[src/rtl/ks_pkg.sv]
// ----------------------------------------------------------------------------
// ks_pkg
// Shared types, state codes and helper functions of the Kronecker symbol core.
// ----------------------------------------------------------------------------
`default_nettype none

package ks_pkg;

  localparam int WORD_W = 64;

  typedef logic [WORD_W-1:0] word_t;

  // symbol encodings on the result port
  localparam logic signed [1:0] SYM_POS  = 2'sb01;
  localparam logic signed [1:0] SYM_ZERO = 2'sb00;
  localparam logic signed [1:0] SYM_NEG  = 2'sb11;

  typedef enum logic {
    ALU_SUB = 1'b0,
    ALU_SHR = 1'b1
  } alu_op_t;

  typedef struct packed {
    alu_op_t op;
    word_t   opa;
    word_t   opb;
  } alu_req_t;

  typedef struct packed {
    word_t res;
    logic  borrow;
  } alu_rsp_t;

  typedef enum logic [4:0] {
    S_IDLE  = 5'b00001,
    S_INIT  = 5'b00010,
    S_STRIP = 5'b00100,
    S_ABS   = 5'b01000,
    S_LOOP  = 5'b10000
  } state_t;

  // true for residues 3 and 5 mod 8, where (2/m) is -1
  function automatic logic mod8_flip(input logic [2:0] r);
    mod8_flip = (r == 3'd3) || (r == 3'd5);
  endfunction

  function automatic logic signed [1:0] encode_symbol(input logic zero, input logic neg);
    if (zero) begin
      encode_symbol = SYM_ZERO;
    end else if (neg) begin
      encode_symbol = SYM_NEG;
    end else begin
      encode_symbol = SYM_POS;
    end
  endfunction

endpackage

`default_nettype wire

[src/rtl/ks_alu.sv]
// ----------------------------------------------------------------------------
// ks_alu
// Shared 64-bit subtract / right-shift unit of the sequencer.
// ----------------------------------------------------------------------------
`default_nettype none

module ks_alu import ks_pkg::*; (
  input  alu_req_t req,
  output alu_rsp_t rsp
);

  logic [WORD_W:0] diff;

  assign diff = {1'b0, req.opa} - {1'b0, req.opb};

  always_comb begin
    case (req.op)
      ALU_SHR: begin
        rsp.res    = {1'b0, req.opa[WORD_W-1:1]};
        rsp.borrow = 1'b0;
      end
      default: begin
        rsp.res    = diff[WORD_W-1:0];
        rsp.borrow = diff[WORD_W];
      end
    endcase
  end

endmodule

`default_nettype wire

[src/rtl/kronecker_symbol_core.sv]
// ----------------------------------------------------------------------------
// kronecker_symbol_core
// Kronecker symbol (a/n) of two signed 64-bit operands, binary Jacobi method.
// ----------------------------------------------------------------------------
// Usage:
//   Drive operand_a and modulus_n and raise start. The operands are taken at
//   a rising edge where start is high and busy is low; busy then stays high
//   until the result is out.
//   The result appears on symbol_value (-1, 0 or 1, two's complement) for
//   exactly one cycle, marked by done. The receiver cannot stall the block;
//   the result must be captured while done is high.
//   Sequence: a setup step that also takes |n|, then a halving step per factor
//   of two in n plus a step that finds n odd, a step to take |a|, then the
//   reduction loop, where each step either halves x, swaps x and n, or
//   subtracts n from x. The loop runs through the one shared 64-bit
//   subtract/shift unit. Trivial cases (n equal to 0 or 1, both operands
//   even) finish in the setup step.
//   A new transfer may start in the cycle that done is high.
//   Reset (rst, synchronous) abandons any item in progress and returns the
//   block to idle with done low.
// ----------------------------------------------------------------------------
`default_nettype none

module kronecker_symbol_core import ks_pkg::*; (
  input  logic               clk,
  input  logic               rst,
  input  logic               start,
  output logic               busy,
  input  logic signed [63:0] operand_a,
  input  logic signed [63:0] modulus_n,
  output logic               done,
  output logic signed [1:0]  symbol_value
);

  state_t   state;
  word_t    a_reg;
  word_t    n_reg;
  word_t    x_reg;
  logic     neg;
  logic     twos_odd;
  alu_req_t req;
  alu_rsp_t rsp;
  logic     strip_neg;

  ks_alu u_alu (
    .req(req),
    .rsp(rsp)
  );

  assign busy      = (state != S_IDLE);
  assign strip_neg = neg ^ (twos_odd & mod8_flip(a_reg[2:0]));

  // operand selection for the shared unit
  always_comb begin
    req.op  = ALU_SUB;
    req.opa = x_reg;
    req.opb = n_reg;
    unique case (state)
      S_INIT: begin
        req.opa = '0;
        req.opb = n_reg;
      end
      S_STRIP: begin
        req.op  = ALU_SHR;
        req.opa = n_reg;
      end
      S_ABS: begin
        req.opa = '0;
        req.opb = a_reg;
      end
      S_LOOP: begin
        if (!x_reg[0]) begin
          req.op = ALU_SHR;
        end
      end
      default: begin
        req.op = ALU_SUB;
      end
    endcase
  end

  always_ff @(posedge clk) begin
    if (rst) begin
      state <= S_IDLE;
      done  <= 1'b0;
    end else begin
      done <= 1'b0;
      unique case (state)
        S_IDLE: begin
          if (start) begin
            a_reg <= operand_a;
            n_reg <= modulus_n;
            state <= S_INIT;
          end
        end
        S_INIT: begin
          neg      <= n_reg[WORD_W-1] & a_reg[WORD_W-1];
          twos_odd <= 1'b0;
          if (n_reg == '0) begin
            symbol_value <= encode_symbol(
              !((a_reg == word_t'(1)) || (a_reg == '1)), 1'b0);
            done  <= 1'b1;
            state <= S_IDLE;
          end else if (n_reg == word_t'(1)) begin
            symbol_value <= SYM_POS;
            done         <= 1'b1;
            state        <= S_IDLE;
          end else if (!n_reg[0] && !a_reg[0]) begin
            symbol_value <= SYM_ZERO;
            done         <= 1'b1;
            state        <= S_IDLE;
          end else begin
            // take |n|
            if (n_reg[WORD_W-1]) begin
              n_reg <= rsp.res;
            end
            state <= S_STRIP;
          end
        end
        S_STRIP: begin
          if (!n_reg[0]) begin
            n_reg    <= rsp.res;
            twos_odd <= !twos_odd;
          end else begin
            neg <= strip_neg;
            if (n_reg == word_t'(1)) begin
              symbol_value <= encode_symbol(1'b0, strip_neg);
              done         <= 1'b1;
              state        <= S_IDLE;
            end else begin
              state <= S_ABS;
            end
          end
        end
        S_ABS: begin
          // (-1/n) is -1 for n = 3 mod 4
          x_reg <= a_reg[WORD_W-1] ? rsp.res : a_reg;
          neg   <= neg ^ (a_reg[WORD_W-1] & (n_reg[1:0] == 2'b11));
          state <= S_LOOP;
        end
        S_LOOP: begin
          if (x_reg == '0) begin
            symbol_value <= encode_symbol(n_reg != word_t'(1), neg);
            done         <= 1'b1;
            state        <= S_IDLE;
          end else if (!x_reg[0]) begin
            x_reg <= rsp.res;
            neg   <= neg ^ mod8_flip(n_reg[2:0]);
          end else if (rsp.borrow) begin
            // reciprocity swap, both odd
            x_reg <= n_reg;
            n_reg <= x_reg;
            neg   <= neg ^ ((x_reg[1:0] == 2'b11) & (n_reg[1:0] == 2'b11));
          end else begin
            x_reg <= rsp.res;
          end
        end
        default: begin
          state <= S_IDLE;
        end
      endcase
    end
  end

endmodule

`default_nettype wire
[config.mk]
export PLATFORM = sky130hd
export DESIGN_NAME = kronecker_symbol_core
export DESIGN_NICKNAME = d
export VERILOG_FILES = /design/src/rtl/ks_pkg.sv /design/src/rtl/ks_alu.sv /design/src/rtl/kronecker_symbol_core.sv
export SDC_FILE = /design/constraint.sdc
export NUM_CORES = 1
export LEC_CHECK = 0
export BUFFER_PORTS_ARGS = -buffer_cell sky130_fd_sc_hd__buf_4
export CAP_MARGIN = 30
export CORE_MARGIN = 2
export CORE_UTILIZATION = 33
export DETAILED_ROUTE_END_ITERATION = 12
export SYNTH_ARGS = -nofsm -noshare
export SYNTH_HDL_FRONTEND = slang
export SYNTH_SLANG_ARGS = --single-unit
[constraint.sdc]
create_clock -name clk -period 23.4 [get_ports clk]
set_input_delay 1.17 -clock clk [delete_from_list [all_inputs] [get_ports clk]]
set_output_delay 1.17 -clock clk [all_outputs]
set_load 0.01 [all_outputs]
== Word-level counts from Yosys, hierarchy flattened ==
Cells that the tools add are included.

* Input bits: 131
* Bits in read-only memories: 0
* Latch bits: 0
* Output and inout bits: 4
* Memories: 0
* Bits in registers: 202
* Memory bits (writable): 0

* Reduce and logical (&&, ||, !) cells: 24
* Shift operators: 0
* Equal/unequal tests: 30
* Multipliers: 0
* Bitwise operators: 9
* Add/sub/neg operators: 1
* Mux-type cells: 53
* Divide/modulo/power cells: 0
* $lt $le $gt $ge: 0

{| class="wikitable"
|+ Operator list
! operator !! count
|-
| $mux W64 || 14
|-
| $pmux W64 S2 || 2
|-
| $pmux W64 S4 || 1
|-
| $eq A64 B1 Y1 const B || 2
|-
| $logic_not A64 Y1 || 2
|-
| $mux W65 || 1
|-
| $sub A64 B64 Y65 || 1
|-
| $eq A64 B64 Y1 const B || 1
|-
| $ne A64 B1 Y1 const B || 1
|-
| $pmux W5 S5 || 1
|-
| $ne A2 B2 Y1 const B || 12
|-
| $reduce_and A10 Y1 || 2
|-
| $mux W2 || 9
|-
| $mux W5 || 3
|-
| $mux W1 || 13
|-
| $reduce_and A3 Y1 || 4
|-
| $reduce_and A11 Y1 || 1
|-
| $mux W3 || 3
|-
| $reduce_bool A4 Y1 || 2
|-
| $eq A3 B2 Y1 const B || 2
|-
| $eq A3 B3 Y1 const B || 2
|-
| $pmux W2 S3 || 1
|-
| $reduce_and A6 Y1 || 1
|-
| $eq A5 B1 Y1 const B || 1
|-
| 22 further kinds || 35
|}

== Depth between registers and ports, before layout ==
Gate-level depths: netlist of run 1.

* Word-level depth: 10
* Gate-level depth with buffers: 28
* Depth with buffers taken out: 19

== Cells and area by module ==
From an unflattened synthesis of run 1, not the netlist that was laid out.

* Cells, all modules: 1660
* Area total of the unflattened synthesis: 15220.8 µm²

{| class="wikitable"
|+ By module, submodules not included
! module !! cells an instance !! sequential area each (µm²) !! times used !! area each (µm²)
|-
| kronecker_symbol_core || 891 || 6005.8 || 1 || 10578.9
|-
| ks_alu || 769 || 0.0 || 1 || 4642.0
|}

== Worst setup path after synthesis of run 1 ==
OpenSTA, ideal clock, no wires.

* Path type: reg-to-reg
* From: reg state[1]
* To: reg n_reg[10] (enable)
* Data arrival time: 7858 ps
* Clock period less this slack: 8347 ps
* Path slack: 15053 ps
* Stages on the path, launching flop included: 24
* Setup time: 489 ps
* Data required time: 22911 ps
* Path buffers: 4
* Cell sequence: dfxtp_1 or3_4 nor2_4 buf_2 clkbuf_1 clkbuf_1 clkbuf_1 nand2_1 o21ai_0 ha_1 inv_1 fa_1 a21oi_1 o21ai_0 o2bb2a_2 o31a_1 o21ai_1 a21oi_1 o21ai_1 a21boi_2 o21ai_2 a21oi_1 a21boi_0 nor2b_1

* Longest elaborated chain between the ends: 7

{| class="wikitable"
|+ Ends and longest elaborated chain
! element !! RTL line !! source
|-
| start, declared || kronecker_symbol_core.sv:35 || <nowiki>state_t state;</nowiki>
|-
| start signal, assigned || kronecker_symbol_core.sv:84 || <nowiki>state <= S_IDLE;</nowiki>
|-
| start signal, assigned || kronecker_symbol_core.sv:93 || <nowiki>state <= S_INIT;</nowiki>
|-
| start signal, assigned || kronecker_symbol_core.sv:103 || <nowiki>state <= S_IDLE;</nowiki>
|-
| $eq A5 B4 Y1 or $eq A5 B2 Y1 (tied branches) || kronecker_symbol_core.sv:58, kronecker_symbol_core.sv:88 ||
|-
| $reduce_or A2 Y1 (no source line) || - ||
|-
| $pmux W64 S2 || kronecker_symbol_core.sv:58 || <nowiki>unique case (state)</nowiki>
|-
| $sub A64 B64 Y65 || ks_alu.sv:14 || <nowiki>assign diff = {1'b0, req.opa} - {1'b0, req.opb};</nowiki>
|-
| $mux W65 || ks_alu.sv:17 || <nowiki>case (req.op)</nowiki>
|-
| $ne A2 B2 Y1 (no source line) || - ||
|-
| $reduce_and A11 Y1 (no source line) * || - ||
|-
| end signal, assigned || kronecker_symbol_core.sv:92 || <nowiki>n_reg <= modulus_n;</nowiki>
|-
| end signal, assigned || kronecker_symbol_core.sv:115 || <nowiki>n_reg <= rsp.res;</nowiki>
|-
| end signal, assigned || kronecker_symbol_core.sv:122 || <nowiki>n_reg <= rsp.res;</nowiki>
|-
| end, declared || kronecker_symbol_core.sv:37 || <nowiki>word_t n_reg;</nowiki>
|}

Mark *: on every way between the ends. The rest lies on a longest branch, timed or not.
A chain may end at the register's enable or synchronous reset.

== Worst setup path in the final report of run 1 ==
* From: reg state[2]
* To: reg n_reg[10] (enable)

Same word-level chain as after synthesis.

==> run summary, run 1 <==
Die ar. = 53400 sq um
F_max = 132 MHz
Die width = 231 microns
Total negative setup slack = 0 ns
R2R setup slack = 15.80 ns
Number of global-route vias before repair = 16800
Sw frac = 30.8%
WP depth = 18
CP delay by family, top = compound AO/OA/AOI/OAI gates
Global-route wire length before repair = 108000 microns
Setup bufs post-CTS = 0
Yosys cell types = 97
Final hold vios = 0
Clock network power share = 40.4%
Avg WL per Cell = 26.9 microns
CP Capture Point = n_reg[10]$_DFFE_PP_
Reg-to-Reg End = n_reg[10]$_DFFE_PP_
Commonest non-fill, non-tap cell in the layout = nor2_1
Antenna Cells = 0
WP data required = 23.61 ns
Post-synth ARST share = 0%
Core Rows = 83
Max FO, Critical Path = 45
Crit start category = register
Final Power = 1.11 mW
CP endpoint kind = register
Chip height = 231 microns
Via Count = 17500
Initial antenna violation count = 0
Htree depth = 1
Met3 Use GR = 4.63%
Hold-fix buffers at CTS = 0
Syn. warnings = 0
Crit path top cell by count = a21oi_1
I/O Pins = 135
Core Box Area = 51200 sq um
VDD IR-drop max = 52.6 uV
Root Driver = clkbuf_16
Drt drc = 0
Seq/Total Area, Yosys = 35.3%
Number of max-cap violations = 0
Syn avg cell area = 8.63 sq um
Total track usage = 26.6%
Vias/cell = 6.43
Synthesized area = 17000 sq um
Starting Density = 33.3%
Worst min path class = register to register
CTS sink cnt = 202
Layout cells sized above 1 = 13.4%
Layout area overhead = 15.0%
IO Port Bufs = 134
Final setup viols = 0
Iteration count of the initial detailed-routing pass = 7
Rel. slew slack = 32.2%
Worst Hold Depth = 1
Internal power = 0.766 mW
Status = complete, no violations
Worst hold start = twos_odd$_DFFE_PP_
Crit-path max cell delay = 0.84 ns
CTS clk-pin slew, worst paths = 0.06 ns
Mapped Cells = 1974
WS Path Type = register to register
CP arrival = 7.81 ns
Launch point of the worst path = state[2]$_SDFFE_PP0P_
Post_cts resized = 0
DRT iter0 DRCs = 2205
Post-route clock period utilization = 32.5%
Final setup skew = 0.0236 ns
Reg2Reg Depth = 18
Syn Nets = 2156
Gate power share = 19.7%
Setup repair after global routing missed its margin = no
Commonest non-fill, non-tap cells in the layout = nor2_1, edfxtp_1, buf_4, a21oi_1, o21ai_0
Cts bufs inserted = 28
Grt met1 use = 35.8%
Flops & latches, synth = 202
Power Density = 56.5 nW/um^2
Synth top area share = 34.6%
Crit path cell chain = or3b_1 -> nor2_4 -> buf_4 -> a22oi_1 -> inv_1 -> ha_1 -> a31oi_1 -> o21ai_0 -> a21oi_1 -> nand3_1 -> a21oi_1 -> o21ai_1 -> a21boi_2 -> o21ai_4 -> a21oi_1 -> a21boi_0 -> nor2b_4 -> buf_4
Total routed wirelength = 73300 microns
Lkg Pwr = 7.23 nW
Clock tree buffer depth = 3
TritonCTS clock tree = yes
Busiest metal layer after global routing = met2
Worst-margin pin slew = 1.01 ns
Nets = 2207
Met2 usage = 41.6%
Total gr overflow = 0
Sequential share of power = 39.9%
Critical R2R Launch = state[2]$_SDFFE_PP0P_
Switching power total = 0.341 mW
Final-layout fill cell count = 5194
Post-synth EDFFs = 196
Tmin final = 7.60 ns
CP max stage cell = nor2b_4
Remaining antenna violation count = 0
Clk_lat worst skew = 0.59 ns
Ys flop type = edfxtp_1
Pins Over Slew Limit = 0
Worst path bufs/invs = 3
Post-detail-place hpwl = 52300 microns
Largest net degree at the start of global routing = 73
GP Congestion = 0.981
Top cells by area, synth = edfxtp_1, mux2i_1, a21oi_1
Post-synth top area cell = edfxtp_1
## cells in the mapped netlist, drive strengths merged (23+ instances only)
cell    number
nor2       207
edfxtp     196
a21oi      159
o21ai      156
nand2      142
clkbuf     104
mux2i       82
nor4        61
a22oi       54
inv         51
ha          50
nand4       48
a22o        47
a21o        41
buf         41
a211oi      39
nand3       38
nor3        35
o211ai      31
a221oi      30
xnor2       29
a31oi       26
xor2        25
nor2b       23
## power by group through the flow
stage / sequential, mW / combinational [mW] / clock [mW]
2_1_floorplan: 0.436 / 0.144 / 0
3_3_place_gp: 0.448 / 0.210 / 0
3_5_place_dp: 0.448 / 0.213 / 0
4_1_cts: 0.441 / 0.214 / 0.453
5_1_grt: 0.443 / 0.237 / 0.466
6_report: 0.442 / 0.218 / 0.447
## metal layers
layer	up-vias	wire length, microns
li1	7803	-
met1	8504	30200
met2	1065	32400
met3	176	6840
met4	0	3880
met5	-	0
## final cells by class
class,instances,area (sq um),share of cell area [%]
Multi-Input combinational cell,1576,10300,52.5
Clock inverter,19,209,1.07
Timing Repair Buffer,166,1290,6.59
Sequential cell,202,6010,30.7
Tap cell,680,851,4.34
Inverter,51,191,0.978
Clock buffer,33,749,3.83
## worst reg2reg max path: cells and delay by family, from the launching register on
family | cells | cell delay (ns)
AND/OR/NAND/NOR | 4 | 2.18
buffers and inverters | 3 | 1.50
adder cells (fa/ha/maj) | 1 | 0.32
AO/OA/AOI/OAI | 10 | 2.50
flip-flops | 1 | 0.69
## through the flow
stage          cells  util (%)  setup WS, ns  instance area, sq um  hold WS (ns)
2_1_floorplan   1974         -         15.05                 17000         0.532
3_3_place_gp    2672      36.2         15.74                 18600         0.558
3_5_place_dp    2674      36.3         15.99                 18600         0.565
4_1_cts         2726      38.2         15.97                 19600         0.573
5_1_grt         2727      38.3         15.48                 19600         0.588
6_report        2727      38.3         15.80                 19600         0.573
## cell families after synthesis
logic type	synth area share, %
flip-flops	35.3
buffers and inverters	4.74
AND/OR/NAND/NOR	18.9
AO/OA/AOI/OAI	29.7
multiplexers	4.89
XOR/XNOR	2.78
adder cells (fa/ha/maj)	3.79
## worst min-delay path by stage
stage,to,slack (ns)
finish,twos_odd$_DFFE_PP_,0.57
global route,twos_odd$_DFFE_PP_,0.59
CTS,twos_odd$_DFFE_PP_,0.57
detailed placement,twos_odd$_DFFE_PP_,0.57
global placement,twos_odd$_DFFE_PP_,0.56
floorplan,twos_odd$_DFFE_PP_,0.53
(Power assumes the default switching activity.)
==> run 2, diff against run 1 <==
==> constraint.sdc (replaced) <==
create_clock -name clk -period 6.8 [get_ports clk]
set_input_delay 0.34 -clock clk [delete_from_list [all_inputs] [get_ports clk]]
set_output_delay 0.34 -clock clk [all_outputs]
set_load 0.01 [all_outputs]
==> run 2 against run 1 <==
Hold slack got worse by 0.53 ns. Clock-buffer cell count increased by 1. Global-route usage increased by 0.52 points. Combinational power rose to 3.6 times the previous value. Setup slack got worse by 15 ns. Highest routed layer is now met5. Maximum frequency grew 21%. Register-to-register slack got worse by 15 ns. Non-clock buffer count grew 75.
==> run summary, run 2 (synthesized netlist as in run 1, its figures left out) <==
GP Congestion = 0.987
Final setup viols = 0
Iteration count of the initial detailed-routing pass = 6
Largest net degree at the start of global routing = 77
IO Port Bufs = 134
Sw frac = 30.5%
VDD IR-drop max = 170 uV
Final Power = 3.87 mW
Crit path cell chain = nand2b_1 -> buf_4 -> nor2_4 -> buf_4 -> o21ai_0 -> ha_1 -> inv_1 -> fa_1 -> a21oi_1 -> o21ai_0 -> o2bb2a_2 -> o31a_1 -> o21ai_1 -> a21oi_1 -> o21ai_1 -> a21boi_2 -> o21ai_4 -> a21oi_1 -> a21boi_0 -> nor2b_4 -> buf_12
Worst path bufs/invs = 4
Gate power share = 20.4%
CP max stage cell = dfxtp_1
Setup bufs post-CTS = 0
Hold-fix buffers at CTS = 65
TritonCTS clock tree = yes
Internal power = 2.69 mW
Placed inst area = 18700 sq um
CP arrival = 6.53 ns
Number of global-route vias before repair = 17100
CTS clk-pin slew, worst paths = 0.07 ns
Nets = 2281
Die ar. = 53400 sq um
Sequential share of power = 39.3%
Drt drc = 0
Post-detail-place hpwl = 52600 microns
Clk_lat worst skew = 0.59 ns
Chip height = 231 microns
I/O Pins = 135
Worst min path class = input pin to register
Die width = 231 microns
WP data required = 7.03 ns
CP delay by family, top = compound AO/OA/AOI/OAI gates
Vias/cell = 6.42
Htree depth = 1
Antenna Cells = 0
Met3 Use GR = 3.81%
Remaining antenna violation count = 0
Setup repair after global routing missed its margin = no
Busiest metal layer after global routing = met2
Cts bufs inserted = 27
DRT iter0 DRCs = 2286
Status = complete, no violations
Lkg Pwr = 7.56 nW
Cells after DPL = 2685
Final Cell Area = 20300 sq um
Number of max-cap violations = 0
Crit path top cell by count = a21oi_1
Core Rows = 83
Grt met1 use = 37.7%
Total track usage = 27.1%
Total routed wirelength = 74200 microns
Crit-path max cell delay = 0.73 ns
Rel. slew slack = 34.8%
Core Box Area = 51200 sq um
Clock tree buffer depth = 3
Avg WL per Cell = 26.5 microns
Initial antenna violation count = 1
Met2 usage = 41.9%
Clock network power share = 40.3%
Switching power total = 1.18 mW
Global-route wire length before repair = 111000 microns
Final setup skew = 0.0311 ns
Total negative setup slack = 0 ns
Fin util = 39.6%
Commonest non-fill, non-tap cell in the layout = nor2_1
Worst-margin pin slew = 0.978 ns
F_max = 159 MHz
Layout cells sized above 1 = 13.3%
Post_cts resized = 0
Final hold vios = 0
Commonest non-fill, non-tap cells in the layout = nor2_1, edfxtp_1, buf_4, a21oi_1, o21ai_0
Via Count = 18000
Power Density = 191 nW/um^2
Layout area overhead = 19.1%
Starting Density = 33.3%
Fin cells = 2800
Max FO, Critical Path = 49
Tmin final = 6.30 ns
Pins Over Slew Limit = 0
CTS sink cnt = 202
CP endpoint kind = register
Crit start category = register
Total gr overflow = 0
Root Driver = clkbuf_16
Post-route clock period utilization = 92.6%
WS Path Type = register to register
[run 2: routing by layer]
metal	up-vias	part of all wire, %	wire length (microns)
met1	8773	42	31200
li1	7954	-	-
met4	2	4.5	3360
met2	1056	44	33000
met5	-	0.018	13
met3	184	8.9	6600
[run 2: path summary, 6_finish.rpt]
check / end / startpoint / slack (ns) / cells after the start
worst min-delay path: n_reg[19]$_DFFE_PP_ / modulus_n[19] / 0.04 / 3
worst max register to register: n_reg[28]$_DFFE_PP_ / state[2]$_SDFFE_PP0P_ / 0.50 / 21
worst min register to register: twos_odd$_DFFE_PP_ / twos_odd$_DFFE_PP_ / 0.60 / 1
worst max-delay path: n_reg[28]$_DFFE_PP_ / state[2]$_SDFFE_PP0P_ / 0.50 / 21
[run 2: layout make-up]
| cell class | instances | area [sq um] |
|---|---|---|
| clock inverters | 16 | 200 |
| fillers | 5119 | 30900 |
| inverters | 51 | 191 |
| repair buffers | 241 | 2010 |
| multi-input cells | 1576 | 10300 |
| flip-flops and latches | 202 | 6010 |
| well taps | 680 | 851 |
| clock buffers | 34 | 742 |
[run 2: through the flow]
step / hold WS, ns / worst slack [ns]
2_1_floorplan: 0.412 / 0.290
3_3_place_gp: 0.519 / 0.893
3_5_place_dp: 0.519 / 0.691
4_1_cts: 0.0189 / 0.640
5_1_grt: 0.0308 / 0.141
6_report: 0.0404 / 0.502
[run 2: worst register-to-register path: cells and delay by family (launching register included)]
| family | cells | cell delay [ns] |
|---|---|---|
| compound gates | 12 | 3.11 |
| buf+inv | 4 | 0.90 |
| flops | 1 | 0.73 |
| fa+ha+maj | 2 | 0.64 |
| simple gates | 3 | 0.49 |
[run 2: power by group through the flow]
stage	Sequential (mW)	Combinational [mW]	Clock (mW)
finish	1.52	0.787	1.56
global route	1.52	0.857	1.63
CTS	1.52	0.773	1.59
detailed placement	1.54	0.740	0
global placement	1.54	0.731	0
floorplan	1.50	0.498	0
